[src/klex_pkg.sv]
// klex_pkg: token type, token kind codes, keyword match states and character
// constants for the keyword token lexer. No dependencies.
package klex_pkg;

	typedef enum logic [2:0] {
		KIND_IDENT   = 3'd0,
		KIND_INT     = 3'd1,
		KIND_INPUT   = 3'd2,
		KIND_OUTPUT  = 3'd3,
		KIND_ASSIGN  = 3'd4,
		KIND_COLON   = 3'd5,
		KIND_INVALID = 3'd6,
		KIND_END     = 3'd7
	} kind_t;

	// keyword prefix matched so far inside a word
	typedef enum logic [3:0] {
		KW_NONE   = 4'd0,
		KW_I      = 4'd1,
		KW_IN     = 4'd2,
		KW_INT    = 4'd3,
		KW_INP    = 4'd4,
		KW_INPU   = 4'd5,
		KW_INPUT  = 4'd6,
		KW_O      = 4'd7,
		KW_OU     = 4'd8,
		KW_OUT    = 4'd9,
		KW_OUTP   = 4'd10,
		KW_OUTPU  = 4'd11,
		KW_OUTPUT = 4'd12
	} kw_t;

	typedef struct packed {
		kind_t      kind;
		logic [7:0] word_length;
		logic [7:0] char_code;
		logic       last;
	} token_t;

	localparam logic [7:0] CH_NUL   = 8'h00;
	localparam logic [7:0] CH_TAB   = 8'h09;
	localparam logic [7:0] CH_LF    = 8'h0A;
	localparam logic [7:0] CH_CR    = 8'h0D;
	localparam logic [7:0] CH_SPACE = 8'h20;
	localparam logic [7:0] CH_EQ    = 8'h3D;
	localparam logic [7:0] CH_COLON = 8'h3A;
	localparam logic [7:0] CH_UC_A  = 8'h41;
	localparam logic [7:0] CH_UC_Z  = 8'h5A;
	localparam logic [7:0] CH_LC_A  = 8'h61;
	localparam logic [7:0] CH_LC_Z  = 8'h7A;
	localparam logic [7:0] CH_LC_I  = 8'h69;
	localparam logic [7:0] CH_LC_N  = 8'h6E;
	localparam logic [7:0] CH_LC_O  = 8'h6F;
	localparam logic [7:0] CH_LC_P  = 8'h70;
	localparam logic [7:0] CH_LC_T  = 8'h74;
	localparam logic [7:0] CH_LC_U  = 8'h75;

	localparam int QUEUE_DEPTH = 4;

endpackage

[src/keyword_token_lexer.sv]
// keyword_token_lexer: top level, byte scanner followed by a token queue.
// Depends on klex_pkg, klex_scan, klex_tok_fifo.
//
//  channel | signals                                        | direction
//  --------+------------------------------------------------+----------
//  input   | in_valid, in_ready, ch                         | in
//  output  | out_valid, out_ready, tok_kind, word_length,   | out
//          | char_code, last                                |
//
// One byte per cycle is taken while the queue has room; each byte is registered
// and decoded from that register. The queue drains one token per cycle while
// out_ready is high; a byte that closes a word and has its own token pushes two.
// Input stalls when the four-entry queue cannot take two more tokens.
// Reset clears the word state and empties the queue; no clearing pass.
module keyword_token_lexer #(
	parameter int MAX_WORD = 255
) (
	input  logic       clk,
	input  logic       arst_n,
	input  logic [7:0] ch,
	input  logic       in_valid,
	output logic       in_ready,
	output logic [2:0] tok_kind,
	output logic [7:0] word_length,
	output logic [7:0] char_code,
	output logic       last,
	output logic       out_valid,
	input  logic       out_ready
);

	logic             room;
	logic [1:0]       push_n;
	klex_pkg::token_t tok0;
	klex_pkg::token_t tok1;
	klex_pkg::token_t out_tok;

	klex_scan #(
		.MAX_WORD(MAX_WORD)
	) u_scan (
		.clk      (clk),
		.arst_n   (arst_n),
		.ch       (ch),
		.in_valid (in_valid),
		.in_ready (in_ready),
		.room     (room),
		.push_n   (push_n),
		.tok0     (tok0),
		.tok1     (tok1)
	);

	klex_tok_fifo u_fifo (
		.clk       (clk),
		.arst_n    (arst_n),
		.push_n    (push_n),
		.tok0      (tok0),
		.tok1      (tok1),
		.room      (room),
		.out_valid (out_valid),
		.out_ready (out_ready),
		.out_tok   (out_tok)
	);

	assign tok_kind    = out_tok.kind;
	assign word_length = out_tok.word_length;
	assign char_code   = out_tok.char_code;
	assign last        = out_tok.last;

endmodule

[src/klex_scan.sv]
// klex_scan: input byte register, word/keyword state and token decode.
// Emits up to two tokens per byte. Depends on klex_pkg.
module klex_scan #(
	parameter int MAX_WORD = 255
) (
	input  logic              clk,
	input  logic              arst_n,
	input  logic [7:0]        ch,
	input  logic              in_valid,
	output logic              in_ready,
	input  logic              room,
	output logic [1:0]        push_n,
	output klex_pkg::token_t  tok0,
	output klex_pkg::token_t  tok1
);

	localparam logic [7:0] MAX_LEN = 8'(MAX_WORD);

	logic            valid_s1;
	logic [7:0]      ch_s1;
	logic            in_word_q;
	logic [7:0]      count_q;
	klex_pkg::kw_t   kw_q;

	logic            take;
	logic            is_letter;
	logic            is_space;
	logic            word_end;
	logic            own;
	klex_pkg::kw_t   kw_next;
	klex_pkg::token_t word_tok;
	klex_pkg::token_t own_tok;

	assign take     = valid_s1 && room;
	assign in_ready = !valid_s1 || room;

	always_ff @(posedge clk or negedge arst_n) begin
		if (!arst_n) begin
			valid_s1 <= 1'b0;
		end else if (in_ready) begin
			valid_s1 <= in_valid;
		end
	end

	always_ff @(posedge clk) begin
		if (in_valid && in_ready) begin
			ch_s1 <= ch;
		end
	end

	assign is_letter = (ch_s1 >= klex_pkg::CH_UC_A && ch_s1 <= klex_pkg::CH_UC_Z) ||
	                   (ch_s1 >= klex_pkg::CH_LC_A && ch_s1 <= klex_pkg::CH_LC_Z);
	assign is_space  = ch_s1 == klex_pkg::CH_SPACE || ch_s1 == klex_pkg::CH_TAB ||
	                   ch_s1 == klex_pkg::CH_LF || ch_s1 == klex_pkg::CH_CR;
	assign word_end  = in_word_q && !is_letter;
	assign own       = !is_letter && !is_space;

	always_comb begin
		kw_next = klex_pkg::KW_NONE;
		if (!in_word_q) begin
			if (ch_s1 == klex_pkg::CH_LC_I) begin
				kw_next = klex_pkg::KW_I;
			end else if (ch_s1 == klex_pkg::CH_LC_O) begin
				kw_next = klex_pkg::KW_O;
			end
		end else begin
			unique case (kw_q)
				klex_pkg::KW_I: begin
					if (ch_s1 == klex_pkg::CH_LC_N) kw_next = klex_pkg::KW_IN;
				end
				klex_pkg::KW_IN: begin
					if (ch_s1 == klex_pkg::CH_LC_T) kw_next = klex_pkg::KW_INT;
					else if (ch_s1 == klex_pkg::CH_LC_P) kw_next = klex_pkg::KW_INP;
				end
				klex_pkg::KW_INP: begin
					if (ch_s1 == klex_pkg::CH_LC_U) kw_next = klex_pkg::KW_INPU;
				end
				klex_pkg::KW_INPU: begin
					if (ch_s1 == klex_pkg::CH_LC_T) kw_next = klex_pkg::KW_INPUT;
				end
				klex_pkg::KW_O: begin
					if (ch_s1 == klex_pkg::CH_LC_U) kw_next = klex_pkg::KW_OU;
				end
				klex_pkg::KW_OU: begin
					if (ch_s1 == klex_pkg::CH_LC_T) kw_next = klex_pkg::KW_OUT;
				end
				klex_pkg::KW_OUT: begin
					if (ch_s1 == klex_pkg::CH_LC_P) kw_next = klex_pkg::KW_OUTP;
				end
				klex_pkg::KW_OUTP: begin
					if (ch_s1 == klex_pkg::CH_LC_U) kw_next = klex_pkg::KW_OUTPU;
				end
				klex_pkg::KW_OUTPU: begin
					if (ch_s1 == klex_pkg::CH_LC_T) kw_next = klex_pkg::KW_OUTPUT;
				end
				default: kw_next = klex_pkg::KW_NONE;
			endcase
		end
	end

	always_ff @(posedge clk or negedge arst_n) begin
		if (!arst_n) begin
			in_word_q <= 1'b0;
			count_q   <= '0;
			kw_q      <= klex_pkg::KW_NONE;
		end else if (take) begin
			if (is_letter) begin
				in_word_q <= 1'b1;
				kw_q      <= kw_next;
				if (!in_word_q) begin
					count_q <= 8'd1;
				end else if (count_q < MAX_LEN) begin
					count_q <= count_q + 8'd1;
				end
			end else begin
				in_word_q <= 1'b0;
				count_q   <= '0;
				kw_q      <= klex_pkg::KW_NONE;
			end
		end
	end

	always_comb begin
		word_tok.kind        = klex_pkg::KIND_IDENT;
		word_tok.word_length = count_q;
		word_tok.char_code   = '0;
		word_tok.last        = is_space;
		if (kw_q == klex_pkg::KW_INT) begin
			word_tok.kind = klex_pkg::KIND_INT;
		end else if (kw_q == klex_pkg::KW_INPUT) begin
			word_tok.kind = klex_pkg::KIND_INPUT;
		end else if (kw_q == klex_pkg::KW_OUTPUT) begin
			word_tok.kind = klex_pkg::KIND_OUTPUT;
		end

		own_tok.word_length = '0;
		own_tok.last        = 1'b1;
		own_tok.char_code   = ch_s1;
		priority if (ch_s1 == klex_pkg::CH_EQ) begin
			own_tok.kind = klex_pkg::KIND_ASSIGN;
		end else if (ch_s1 == klex_pkg::CH_COLON) begin
			own_tok.kind = klex_pkg::KIND_COLON;
		end else if (ch_s1 == klex_pkg::CH_NUL) begin
			own_tok.kind = klex_pkg::KIND_END;
		end else begin
			own_tok.kind = klex_pkg::KIND_INVALID;
		end
	end

	assign tok0   = word_end ? word_tok : own_tok;
	assign tok1   = own_tok;
	assign push_n = take ? (2'({1'b0, word_end}) + 2'({1'b0, own})) : 2'd0;

endmodule

[src/klex_tok_fifo.sv]
// klex_tok_fifo: small token queue, up to two pushes and one pop per cycle.
// Depends on klex_pkg.
module klex_tok_fifo (
	input  logic              clk,
	input  logic              arst_n,
	input  logic [1:0]        push_n,
	input  klex_pkg::token_t  tok0,
	input  klex_pkg::token_t  tok1,
	output logic              room,
	output logic              out_valid,
	input  logic              out_ready,
	output klex_pkg::token_t  out_tok
);

	localparam int PW = $clog2(klex_pkg::QUEUE_DEPTH);
	localparam int CW = PW + 1;

	klex_pkg::token_t tok_mem_q [klex_pkg::QUEUE_DEPTH];
	logic [PW-1:0]    wr_ptr_q;
	logic [PW-1:0]    rd_ptr_q;
	logic [CW-1:0]    cnt_q;
	logic             pop;

	// room for two tokens, whatever leaves this cycle
	assign room      = cnt_q <= CW'(klex_pkg::QUEUE_DEPTH - 2);
	assign out_valid = cnt_q != '0;
	assign pop       = out_valid && out_ready;
	assign out_tok   = tok_mem_q[rd_ptr_q];

	always_ff @(posedge clk) begin
		if (push_n != 2'd0) begin
			tok_mem_q[wr_ptr_q] <= tok0;
		end
		if (push_n == 2'd2) begin
			tok_mem_q[wr_ptr_q + PW'(1)] <= tok1;
		end
	end

	always_ff @(posedge clk or negedge arst_n) begin
		if (!arst_n) begin
			wr_ptr_q <= '0;
			rd_ptr_q <= '0;
			cnt_q    <= '0;
		end else begin
			wr_ptr_q <= wr_ptr_q + PW'(push_n);
			if (pop) begin
				rd_ptr_q <= rd_ptr_q + PW'(1);
			end
			cnt_q <= cnt_q + CW'(push_n) - CW'(pop);
		end
	end

endmodule

[config.mk]
export PLATFORM = sky130hd
export DESIGN_NAME = keyword_token_lexer
export DESIGN_NICKNAME = d
export VERILOG_FILES = /design/src/klex_pkg.sv /design/src/keyword_token_lexer.sv /design/src/klex_scan.sv /design/src/klex_tok_fifo.sv
export SDC_FILE = /design/constraint.sdc
export NUM_CORES = 1
export LEC_CHECK = 0
export BUFFER_PORTS_ARGS = -buffer_cell sky130_fd_sc_hd__buf_2
export CORE_MARGIN = 2
export CORE_UTILIZATION = 50
export DETAILED_ROUTE_END_ITERATION = 12
export GPL_TIMING_DRIVEN = 0
export HOLD_SLACK_MARGIN = 0.08
export PLACE_DENSITY = 0.68
export SYNTH_ARGS = -nofsm -noshare
export SYNTH_HDL_FRONTEND = slang
export SYNTH_HIERARCHICAL = 1
export SYNTH_SLANG_ARGS = --single-unit
[constraint.sdc]
create_clock -name clk -period 3.9 [get_ports clk]
set_input_delay 0.78 -clock clk [delete_from_list [all_inputs] [get_ports clk]]
set_output_delay 0.78 -clock clk [all_outputs]
set_load 0.01 [all_outputs]
## Word level (Yosys, flattened, before mapping)

Memory sizes are Yosys's and may differ from the RTL's.
Index checks and enable logic that the tools add are counted.

- Bits in registers: 29
- Bits in writable memories: 80
- Output and inout port bits: 22
- Memories: 1

Memories:

| name | depth | bits a word | read ports | clocked after memory_dff | write ports | line | RTL |
|---|---|---|---|---|---|---|---|
| u_fifo.tok_mem_q | 4 | 20 | 1 | 0 | 2 | klex_tok_fifo.sv:18 | `klex_pkg::token_t tok_mem_q [klex_pkg::QUEUE_DEPTH];` |

- Add/sub/neg operators: 7
- $lt $le $gt $ge: 6
- Equal/unequal tests: 26
- Muxes and demuxes: 31
- Reduce and logical (&&, ||, !) cells: 19

Operator list:

| kind | count |
|---|---|
| $eq 8x7->1 const B | 6 |
| $mux 4 | 9 |
| $pmux 4 s9 | 1 |
| $eq 8x4->1 const B | 3 |
| $eq 8x6->1 const B | 3 |
| $mux 3 | 8 |
| $mux 8 | 3 |
| $eq 4x4->1 const B | 5 |
| $mux 20 | 1 |
| $eq 4x3->1 const B | 4 |
| $ge 8x7->1 const B | 2 |
| $le 8x7->1 const B | 2 |
| $add 8x1->8 const B | 1 |
| $eq 4x2->1 const B | 2 |
| $logic_not 8->1 | 1 |
| $lt 8x8->1 const B | 1 |
| $logic_and 1x1->1 | 7 |
| $mux 1 | 6 |
| $mux 2 | 3 |
| $logic_or 1x1->1 | 5 |
| $add 2x1->2 const B | 2 |
| $eq 4x1->1 const B | 1 |
| $add 3x2->3 | 1 |
| $le 3x2->1 const B | 1 |
| 9 further kinds | 11 |

## Longest topological paths before layout

Gate-level depths: netlist of run 1.

- Depth after elaboration: 11
- Gate-level depth with buffers: 15
- Gate-level depth less buffers: 13

## By module

The synthesis of run 1 kept the hierarchy.

By module, submodules not included:

| module | instances | cells each | area an instance (um^2) | seq. area each (um^2) |
|---|---|---|---|---|
| klex_tok_fifo | 1 | 233 | 4450.5 | 2577.5 |
| klex_scan | 1 | 202 | 1704.1 | 590.6 |

## Least setup slack after synthesis of run 1

No wires, ideal clock.

- Path type: register -> register
- From: reg u_scan.ch_s1[1]
- To: mem u_fifo/tok_mem_q[0][0] (netlist name), enable pin
- Setup time: 0.428 ns
- Arrival: 3.706 ns
- Path slack: -0.234 ns
- Stages on the path, launching flop included: 11
- Clock period less this slack: 4.134 ns
- Cells stage by stage: edfxtp_1 buf_2 or3b_2 a21oi_1 a21oi_1 nor4_1 nor2_1 ha_1 and3_1 nor2_1 o31ai_1

RTL lines:

| what | line | RTL |
|---|---|---|
| from (decl) | klex_scan.sv:20 | `logic [7:0] ch_s1;` |
| from (signal assigned) | klex_scan.sv:47 | `ch_s1 <= ch;` |
| to (decl) | klex_tok_fifo.sv:18 |  |

==> results of run 1 <==
==> flip-flops by register name, indices dropped and copies added (netlist names) <==
name              flops
u_fifo/wr_ptr_q       2
u_scan/ch_s1          8
u_scan/count_q        8
u_fifo/tok_mem_q     80
u_scan/kw_q           4
u_fifo/cnt_q          3
u_scan/valid_s1       1
u_fifo/rd_ptr_q       2
u_scan/in_word_q      1
==> kinds of logic (layout without fill, tap and decap cells) <==
| family | Yosys count | after routing | synth area share [%] |
|---|---|---|---|
| other cells | 2 | 10 | 0.122 |
| mux | 103 | 103 | 24.8 |
| fa+ha+maj | 7 | 7 | 1.55 |
| simple gates | 105 | 105 | 10.5 |
| xor+xnor | 8 | 8 | 1.14 |
| buf+inv | 50 | 102 | 4.82 |
| compound gates | 51 | 51 | 5.59 |
| flops | 109 | 109 | 51.5 |
==> power groups by stage <==
stage	Clock [uW]	Sequential (uW)	Combinational [uW]
after CTS	956	1750	1700
after global placement	0	1760	1600
after global routing	1010	1780	1830
after detailed placement	0	1770	1680
after floorplan	0	1720	1200
final	938	1750	1680
==> cells in the final DEF (no fill, tap or decap), types with 11 or more instances in the layout <==
| cell type | count |
|---|---|
| nand2_1 | 14 |
| edfxtp_1 | 88 |
| mux4_2 | 20 |
| buf_2 | 40 |
| mux2_2 | 41 |
| a21oi_1 | 20 |
| dfrtp_1 | 21 |
| mux2_4 | 39 |
| buf_4 | 14 |
| nor2_1 | 15 |
| inv_1 | 11 |
==> per-stage QoR <==
step | power [uW] | setup WS [ns] | TNS (ns) | hold WS (ns) | cells
6_report | 4370 | 0.234 | 0 | 0.380 | 642
5_1_grt | 4610 | 0.0793 | 0 | 0.424 | 642
4_1_cts | 4410 | 0.102 | 0 | 0.393 | 642
3_5_place_dp | 3450 | -0.363 | -7.23 | 0.526 | 626
3_3_place_gp | 3360 | -0.850 | -54.56 | 0.520 | 623
2_1_floorplan | 2930 | 0.373 | 0 | 0.484 | 443
==> worst max-delay path: stages, from the launching register on <==
cell	delay [ns]
edfxtp_1	0.46
buf_2	0.27
or3b_2	0.47
a21oi_1	0.15
a21oi_1	0.08
nor4_2	0.27
nor2_1	0.08
ha_1	0.27
and3_1	0.28
and4bb_1	0.45
buf_6	0.23
a21o_4	0.32
==> layout make-up <==
class	instances	area [um2]
multi-input combinational	284	2760
fill	969	5070
tap	147	184
timing repair buffer	36	223
clock inverter	7	82.6
sequential	109	3170
buffer	37	245
clock buffer	9	225
inverter	13	51.3
==> metal layers <==
| layer | vias up | global-route usage [%] | wire, um |
|---|---|---|---|
| met5 | - | 0 | 0 |
| met4 | 0 | 5.78 | 190 |
| met3 | 16 | 3.11 | 454 |
| met2 | 74 | 34.4 | 6390 |
| met1 | 1844 | 26.2 | 5520 |
| li1 | 1763 | - | - |
==> path summary, 6_finish.rpt <==
kind | to | cells past startpoint
hold / removal | u_scan/count_q[7] | 1
hold reg to reg | u_fifo/cnt_q[2] | 1
setup / recovery | u_fifo/tok_mem_q[2][16] | 11
setup reg to reg | u_fifo/tok_mem_q[2][16] | 11
min in group clk | u_fifo/cnt_q[2] | 1
max in group asynchronous | u_scan/in_word_q | 1
==> repair_timing <==
action,in CTS,in global routing
gates resized for setup,2,3
endpoints found under the setup margin,20,117
setup buffers,0,0
==> flow_metrics.py, run 1 <==
metrics = {
    "clock_tree": {
        "clock_path_buffers": 2,
        "clock-sinks": 109,
        "clock_tree.root_cell": "clkbuf_16",
        "hold_buffers": 0,
        "cts_tree": "done",
        "clock_latency_ns": 0.35,
        "htreeDepth": 3,
        "cts_buffers": 9,
        "clk_pin_slew_ns": 0.07,
    },
    "final_layout": {
        "drive_above_1_share_pct": 42.0,
        "n_antenna_cell": 0,
        "area_delta_synth_final_pct": 12.8,
        "fin_nets": 509,
        "fin_util_pct": 57.8,
        "final_area_um2": 6940,
    },
    "synth": {
        "synth_area_leaders": "edfxtp_1 (43%), mux2_4 (9.5%), dfrtp_1 (8.5%), mux2_2 (7.5%), mux4_2 (7.3%)",
        "synth_top_area_share_pct": 42.9,
        "synth_cell_types": 63,
        "ys.warnings.count": 6,
        "synth_most_common_cell": "edfxtp_1",
        "yosys-top-cells-count": "edfxtp_1 (88), mux2_2 (41), mux2_4 (39)",
        "syn_inst": 435,
        "synth_edf_count": 88,
        "synthFlopType": "edfxtp_1",
        "synth_largest_area_cell": "edfxtp_1",
        "synthesis.area_um2": 6150,
        "syn_avg_cell_area_um2": 14.1,
        "yosysSeqAreaShare_pct": 51.5,
        "async_reset_ff_share_pct": 19.3,
        "ys_seq_elements": 109,
    },
    "timing": {
        "grt_setup_unrepaired": "false",
        "relSlewSlack_pct": 37.5,
        "slew_viol_final": 0,
        "skew_ns": 0.00594,
        "worst_slew_pin_slew_ns": 0.925,
        "finalCriticalPeriod_ns": 3.67,
        "fmax_mhz": 273,
        "hold_viol": 0,
        "setup-violations-final": 0,
        "fin_crit_sh_pct": 94.0,
    },
    "routing": {
        "drc": 0,
        "ant_nets": 0,
        "viasPerCell": 5.76,
        "vias": 3697,
        "avgRoutedWirePerCell_um": 19.6,
        "drt_iter0_drc": 231,
        "drtPass1Iterations": 4,
        "routed_wl_mm": 12.6,
    },
    "power_and_ir_drop": {
        "switching_share_pct": 33.2,
        "seqPwrFrac_pct": 40.0,
        "power.switching_uw": 1450,
        "power_density_nw_per_um2": 629,
        "p_clk_share_pct": 21.5,
        "p_int_uw": 2920,
        "peakVddDrop_uv": 242,
        "p_leak_uw": 0.00261,
        "power_frac_comb_pct": 38.5,
    },
    "critical_path": {
        "r2r_slack_ns": 0.23,
        "startpoint": "u_scan/ch_s1[1]",
        "cp.arrival_ns": 3.69,
        "crit_type": "flip-flop to flip-flop",
        "start_kind": "flip-flop",
        "cp.required_ns": 3.92,
        "setup.worst_path.end_class": "flip-flop",
        "r2r_start": "u_scan/ch_s1[1]",
        "path_max_fanout": 20,
    },
    "job": {
        "maxCapViolCount": 0,
    },
    "die": {
        "dieWidth_um": 115,
        "dieHeight_um": 115,
        "rows": 40,
        "core_um2": 12000,
        "start_util_pct": 51.2,
        "boundaryPins": 34,
        "die_area_um2": 13200,
    },
    "grt": {
        "grt_max_degree": 22,
        "grt_pass1_wl_mm": 19.6,
        "antenna_found_initial": 0,
        "gr-usage-all-layers_pct": 19.9,
        "grt_overflow": 0,
        "grt_pass1_vias": 3657,
    },
    "place": {
        "numPortBuffers": 33,
        "dpl_cell_area_um2": 6610,
        "place_hpwl_mm": 8.50,
        "globalplace.congestion": 0.836,
    },
    "worst_hold_path": {
        "hp-class": "primary input to asynchronous set/reset pin",
    },
    "status": {
        "outcome": "finished, final reports clean",
    },
}
Note: power is estimated with default switching activity, not from simulation.
==> run 2: changes to the inputs <==
Settings changed: ABC_AREA from default to 1, CORE_ASPECT_RATIO from default to 1.2, PLACE_DENSITY 0.68 to 0.7.
==> run 2 against run 1 <==
Total power is 8.8% higher; register-to-register slack improved by 0.16 ns; die area is 4.0% higher; setup slack better by 0.16 ns; maximum frequency up 4.5%; non-clock buffer count rose by 9; largest cell class unchanged; clock-buffer cell count grew 1.
==> flow_metrics.py, run 2 <==
metrics = {
    "synth": {
        "yosys-top-cells-count": "nand2_1 (328), nor2_1 (93), edfxtp_1 (88)",
        "synth_most_common_cell": "nand2_1",
        "synth_area_leaders": "edfxtp_1 (41%), nand2_1 (19%), dfrtp_1 (8.2%), nand3_1 (6.4%), nor2_1 (5.4%)",
        "synth_edf_count": 88,
        "synth_largest_area_cell": "edfxtp_1",
        "yosysSeqAreaShare_pct": 49.5,
        "async_reset_ff_share_pct": 19.3,
        "syn_avg_cell_area_um2": 7.59,
        "synthFlopType": "edfxtp_1",
        "synth_cell_types": 33,
        "synth_top_area_share_pct": 41.3,
        "synthesis.area_um2": 6410,
        "ys.warnings.count": 6,
        "syn_inst": 844,
        "ys_seq_elements": 109,
    },
    "routing": {
        "avgRoutedWirePerCell_um": 15.1,
        "drc": 0,
        "routed_wl_mm": 16.1,
        "drt_iter0_drc": 638,
        "vias": 5554,
        "drtPass1Iterations": 6,
        "ant_nets": 0,
        "viasPerCell": 5.21,
    },
    "timing": {
        "fin_crit_sh_pct": 89.9,
        "worst_slew_pin_slew_ns": 0.829,
        "worst_slack_ns": 0.392,
        "relSlewSlack_pct": 44.7,
        "grt_setup_unrepaired": "false",
        "skew_ns": 0.00611,
        "fmax_mhz": 285,
        "setup-violations-final": 0,
        "hold_viol": 0,
        "finalCriticalPeriod_ns": 3.51,
        "slew_viol_final": 0,
    },
    "critical_path": {
        "setup.worst_path.end_class": "flip-flop",
        "crit_chain": "inv_1 > nand2_1 > nor3_1 > nor2_1 > o21ai_0 > nor2_1 > ha_1 > inv_1 > nor2_1 > inv_1 > nand2_1 > inv_2 > nand2_1 > buf_2 > o21ai_2 > buf_16",
        "start_kind": "flip-flop",
        "crit_slowest_cell": "edfxtp_1",
        "cp.required_ns": 4.00,
        "slowest_delay_ns": 0.55,
        "crit_buf_inv": 6,
        "crit_type": "flip-flop to flip-flop",
        "path_max_fanout": 15,
        "cp.arrival_ns": 3.61,
        "crit_family": "simple AND/OR/NAND/NOR gates",
    },
    "place": {
        "place_ws_ns": -0.242,
        "place_hpwl_mm": 11.3,
        "dpl_cell_area_um2": 6840,
        "numPortBuffers": 33,
        "globalplace.congestion": 0.893,
        "placedCellCount": 1050,
    },
    "grt": {
        "grt_pass1_vias": 5128,
        "grt_max_degree": 22,
        "grt_pass1_wl_mm": 25.9,
        "grt_overflow": 0,
        "antenna_found_initial": 0,
        "gr-usage-all-layers_pct": 24.6,
    },
    "die": {
        "dieHeight_um": 128,
        "boundaryPins": 34,
        "start_util_pct": 51.0,
        "rows": 45,
        "core_um2": 12600,
        "dieWidth_um": 107,
        "die_area_um2": 13700,
    },
    "power_and_ir_drop": {
        "p_leak_uw": 0.00341,
        "peakVddDrop_uv": 353,
        "p_clk_share_pct": 17.8,
        "power.switching_uw": 2030,
        "power.total_uw": 4750,
        "switching_share_pct": 42.7,
        "power_frac_comb_pct": 44.9,
        "power_density_nw_per_um2": 667,
        "p_int_uw": 2720,
        "seqPwrFrac_pct": 37.3,
    },
    "clock_tree": {
        "cts_tree": "done",
        "clk_pin_slew_ns": 0.07,
        "clock-sinks": 109,
        "clock_latency_ns": 0.35,
        "clock_path_buffers": 2,
        "hold_buffers": 0,
        "cts_resized": 3,
        "clock_tree.root_cell": "clkbuf_16",
        "cts_buffers": 9,
        "post-cts-setup-buffers": 0,
        "htreeDepth": 3,
    },
    "final_layout": {
        "top_register": "u_fifo/tok_mem_q",
        "fin_nets": 916,
        "top_regs": "u_fifo/tok_mem_q: 80 flops, u_scan/ch_s1: 8 flops, u_scan/count_q: 8 flops",
        "largest_register_ffs": 80,
        "layout_commonest_cell": "nand2_1",
        "final_area_um2": 7130,
        "n_antenna_cell": 0,
        "area_delta_synth_final_pct": 11.3,
        "final_cell_mix": "nand2_1 (325), nor2_1 (93), edfxtp_1 (88)",
        "drive_above_1_share_pct": 13.0,
        "stdcell_count": 1066,
    },
    "job": {
        "maxCapViolCount": 0,
    },
    "status": {
        "outcome": "finished, final reports clean",
    },
    "worst_hold_path": {
        "hp-class": "primary input to asynchronous set/reset pin",
    },
}
==> run 2: layout make-up <==
class,count,area (um2)
Fill cell,1211,5430
Sequential cell,109,3170
Multi-Input combinational cell,617,2730
Inverter,78,293
Buffer,48,272
Clock buffer,10,229
Tap cell,164,205
Timing Repair Buffer,34,193
Clock inverter,6,38.8
==> run 2: kinds of logic (layout without fill, tap and decap cells) <==
logic type | after synthesis | count (layout) | share of synthesized area, %
AOI/OAI and AO/OA | 67 | 67 | 5.61
xor gates and xnor gates | 1 | 1 | 0.137
adders and majority gates | 7 | 7 | 1.48
buffers and inverters | 126 | 176 | 8.79
DFF | 109 | 109 | 49.5
other | 2 | 10 | 0.117
and+or+nand+nor | 532 | 532 | 34.4
==> run 2: layer usage <==
metal	wire length (um)	global-route usage, %	share of wire (%)
met5	0	0	0
met2	7780	41.3	48
met4	510	10.5	3.2
met1	6670	31.9	42
met3	1090	3.36	6.8
==> run 2: final timing paths <==
| check | start | to | slack [ns] | cells past startpoint |
|---|---|---|---|---|
| min in group clk | u_fifo/rd_ptr_q[1] | u_fifo/rd_ptr_q[1] | 0.52 | 2 |
| worst min register to register | u_fifo/rd_ptr_q[1] | u_fifo/rd_ptr_q[1] | 0.52 | 2 |
| worst max-delay path | u_scan/ch_s1[0] | u_fifo/tok_mem_q[3][15] | 0.39 | 16 |
| max in group asynchronous | arst_n | u_fifo/rd_ptr_q[0] | 3.19 | 1 |
| worst max register to register | u_scan/ch_s1[0] | u_fifo/tok_mem_q[3][15] | 0.39 | 16 |
| worst min-delay path | arst_n | u_scan/kw_q[3] | 0.38 | 1 |
==> run 2: power by group through the flow <==
stage / registers (uW) / clock network (uW) / logic (uW)
CTS: 1780 / 858 / 2140
detailed placement: 1800 / 0 / 2120
floorplan: 1760 / 0 / 1430
global route: 1800 / 907 / 2420
global placement: 1800 / 0 / 2070
finish: 1770 / 844 / 2130
==> run 2: metrics by stage <==
stage                     TNS [ns]  hold WS [ns]  util, %
after floorplan                  0         0.441        -
after global placement      -33.26         0.496     54.2
after detailed placement     -7.70         0.510     54.5
after CTS                        0         0.398     56.7
after global routing             0         0.422     56.8
final                            0         0.381     56.8
==> run 3: changes to the inputs <==
Settings changed: REMOVE_ABC_BUFFERS from default to 1.
==> run 3 against run 2 <==
Cell area barely moved; setup slack got worse by 0.13 ns; cell count is 3.8% lower; worst hold slack better by 0.0058 ns; global-route usage decreased by 0.56 points; via count is 1.9% lower; critical path depth stayed put; sequential cell count is the same; critical path type unchanged; critical endpoint is now u_fifo/tok_mem_q[3][17].
==> flow_metrics.py, run 3 (same netlist as run 2, synthesis figures left out) <==
metrics = {
    "status": {
        "outcome": "finished, final reports clean",
    },
    "timing": {
        "fmax_mhz": 275,
        "relSlewSlack_pct": 44.9,
        "fin_crit_sh_pct": 93.4,
        "finalCriticalPeriod_ns": 3.64,
        "grt_setup_unrepaired": "false",
        "hold_viol": 0,
        "whs_ns": 0.387,
        "fin_tns_setup_ns": 0,
        "worst_slew_pin_slew_ns": 0.825,
        "slew_viol_final": 0,
        "skew_ns": 0.00599,
        "setup-violations-final": 0,
    },
    "critical_path": {
        "reg2reg_depth": 16,
        "cp.arrival_ns": 3.69,
        "cp.required_ns": 3.95,
        "r2r_start": "u_scan/ch_s1[3]",
        "path_max_fanout": 63,
        "start_kind": "flip-flop",
        "r2r_end": "u_fifo/tok_mem_q[3][17]",
        "r2r_slack_ns": 0.26,
        "crit_type": "flip-flop to flip-flop",
        "startpoint": "u_scan/ch_s1[3]",
        "setup.worst_path.end_class": "flip-flop",
    },
    "power_and_ir_drop": {
        "peakVddDrop_uv": 402,
        "switching_share_pct": 41.9,
        "seqPwrFrac_pct": 36.6,
        "power_density_nw_per_um2": 695,
        "p_leak_uw": 0.00331,
        "power.switching_uw": 2080,
        "p_clk_share_pct": 19.7,
        "p_int_uw": 2880,
        "power_frac_comb_pct": 43.6,
    },
    "final_layout": {
        "top_register": "u_fifo/tok_mem_q",
        "fin_util_pct": 56.8,
        "fin_nets": 876,
        "largest_register_ffs": 80,
        "final_cell_mix": "nand2_1 (322), edfxtp_1 (88), nor2_1 (87)",
        "drive_above_1_share_pct": 10.9,
        "area_delta_synth_final_pct": 11.3,
        "layout_commonest_cell": "nand2_1",
        "fillCellCount": 1119,
        "n_antenna_cell": 0,
        "stdcell_count": 1026,
        "top_regs": "u_fifo/tok_mem_q: 80 flops, u_scan/ch_s1: 8 flops, u_scan/count_q: 8 flops",
    },
    "routing": {
        "drt_iter0_drc": 485,
        "drtPass1Iterations": 7,
        "viasPerCell": 5.31,
        "avgRoutedWirePerCell_um": 15.5,
        "vias": 5448,
        "ant_nets": 0,
        "routed_wl_mm": 15.9,
        "drc": 0,
    },
    "place": {
        "place_hpwl_mm": 9.39,
        "globalplace.congestion": 0.929,
        "numPortBuffers": 33,
        "placedCellCount": 1007,
    },
    "die": {
        "core_um2": 12600,
        "die_area_um2": 13700,
        "rows": 45,
        "dieWidth_um": 107,
        "start_util_pct": 51.0,
        "dieHeight_um": 128,
        "boundaryPins": 34,
    },
    "job": {
        "maxCapViolCount": 0,
    },
    "grt": {
        "grt_pass1_vias": 5007,
        "antenna_found_initial": 0,
        "grt_overflow": 0,
        "grt_pass1_wl_mm": 25.4,
        "grt_max_degree": 64,
        "gr-usage-all-layers_pct": 24.0,
    },
    "clock_tree": {
        "clock_tree.root_cell": "clkbuf_16",
        "clock_latency_ns": 0.35,
        "clock_path_buffers": 2,
        "htreeDepth": 3,
        "cts_buffers": 9,
        "clock-sinks": 109,
        "clk_pin_slew_ns": 0.07,
        "hold_buffers": 0,
        "cts_tree": "done",
    },
    "worst_hold_path": {
        "hp-class": "primary input to asynchronous set/reset pin",
    },
}
==> run 3: cell count changes in the layout (fill, tap and decap cells not counted), moves of 2 or more <==
| cell | delta |
|---|---|
| clkinv_1 | +2 |
| nand2_8 | +3 |
| nand2_1 | -3 |
| clkbuf_1 | -8 |
| buf_4 | -10 |
| bufinv_16 | +3 |
| clkinv_2 | -2 |
| nor2_1 | -6 |
| buf_8 | +2 |
| nor2_2 | +5 |
| buf_2 | -26 |
==> run 3: critical path, cell delays in order, from the launching register on <==
cell	delay [ns]
edfxtp_1	0.56
nor2_1	0.18
nand2_2	0.09
nand2_2	0.08
nand2_4	0.07
nand2_4	0.11
nand2_4	0.14
inv_2	0.21
ha_1	0.26
inv_1	0.06
nor2_2	0.07
inv_1	0.16
nand2_1	0.16
bufinv_16	0.39
nand2_8	0.20
o21ai_2	0.27
buf_8	0.26
==> run 3: per-layer routing <==
layer	wire length [um]	vias up	track usage, %	part of all wire (%)
li1	-	2720	-	-
met1	6680	2470	30.8	42
met2	7720	215	40.0	48
met3	1050	43	3.61	6.6
met4	473	0	11.2	3.0
met5	0	-	0	0
==> run 3: how the worst max path moves through the flow <==
stage,endpoint,slack (ns),cells past startpoint
after detailed placement,u_fifo/tok_mem_q[1][2],-1.57,14
after floorplan,u_fifo/tok_mem_q[3][0],-0.20,14
after global placement,u_fifo/tok_mem_q[3][5],-2.18,14
after global routing,u_fifo/tok_mem_q[3][17],0.07,15
final,u_fifo/tok_mem_q[3][17],0.26,16
after CTS,u_fifo/tok_mem_q[3][7],0.004,16
==> run 3: final cells by class <==
type                            count  area, um2  share of cell area, %
Multi-Input combinational cell    618       2810                   39.4
Inverter                           78        319                   4.48
Clock inverter                      6       85.1                   1.19
Timing Repair Buffer               41        309                   4.34
Sequential cell                   109       3170                   44.5
Clock buffer                       10        229                   3.21
Tap cell                          164        205                   2.88
==> run 3: repair_timing <==
| action | in CTS | in global routing |
|---|---|---|
| gates cloned | 1 | 0 |
| buffers inserted | 1 | 0 |
| pin swaps | 1 | 0 |
| endpoints found under the setup margin | 140 | 60 |
| resized for setup | 16 | 9 |
==> run 3: power groups by stage <==
stage | Sequential (uW) | Combinational, uW | Clock (uW)
after floorplan | 1830 | 1240 | 0
after global placement | 1900 | 1810 | 0
after detailed placement | 1830 | 2060 | 0
after CTS | 1800 | 2110 | 988
after global routing | 1840 | 2420 | 1020
final | 1820 | 2160 | 977
==> run 3: per-stage QoR <==
| stage | setup slack [ns] | cell area (um2) | power [uW] |
|---|---|---|---|
| after global routing | 0.0667 | 7130 | 5280 |
| final | 0.258 | 7130 | 4950 |
| after global placement | -2.18 | 6540 | 3710 |
| after detailed placement | -1.57 | 6670 | 3880 |
| after floorplan | -0.198 | 6170 | 3070 |
| after CTS | 0.00425 | 7060 | 4900 |
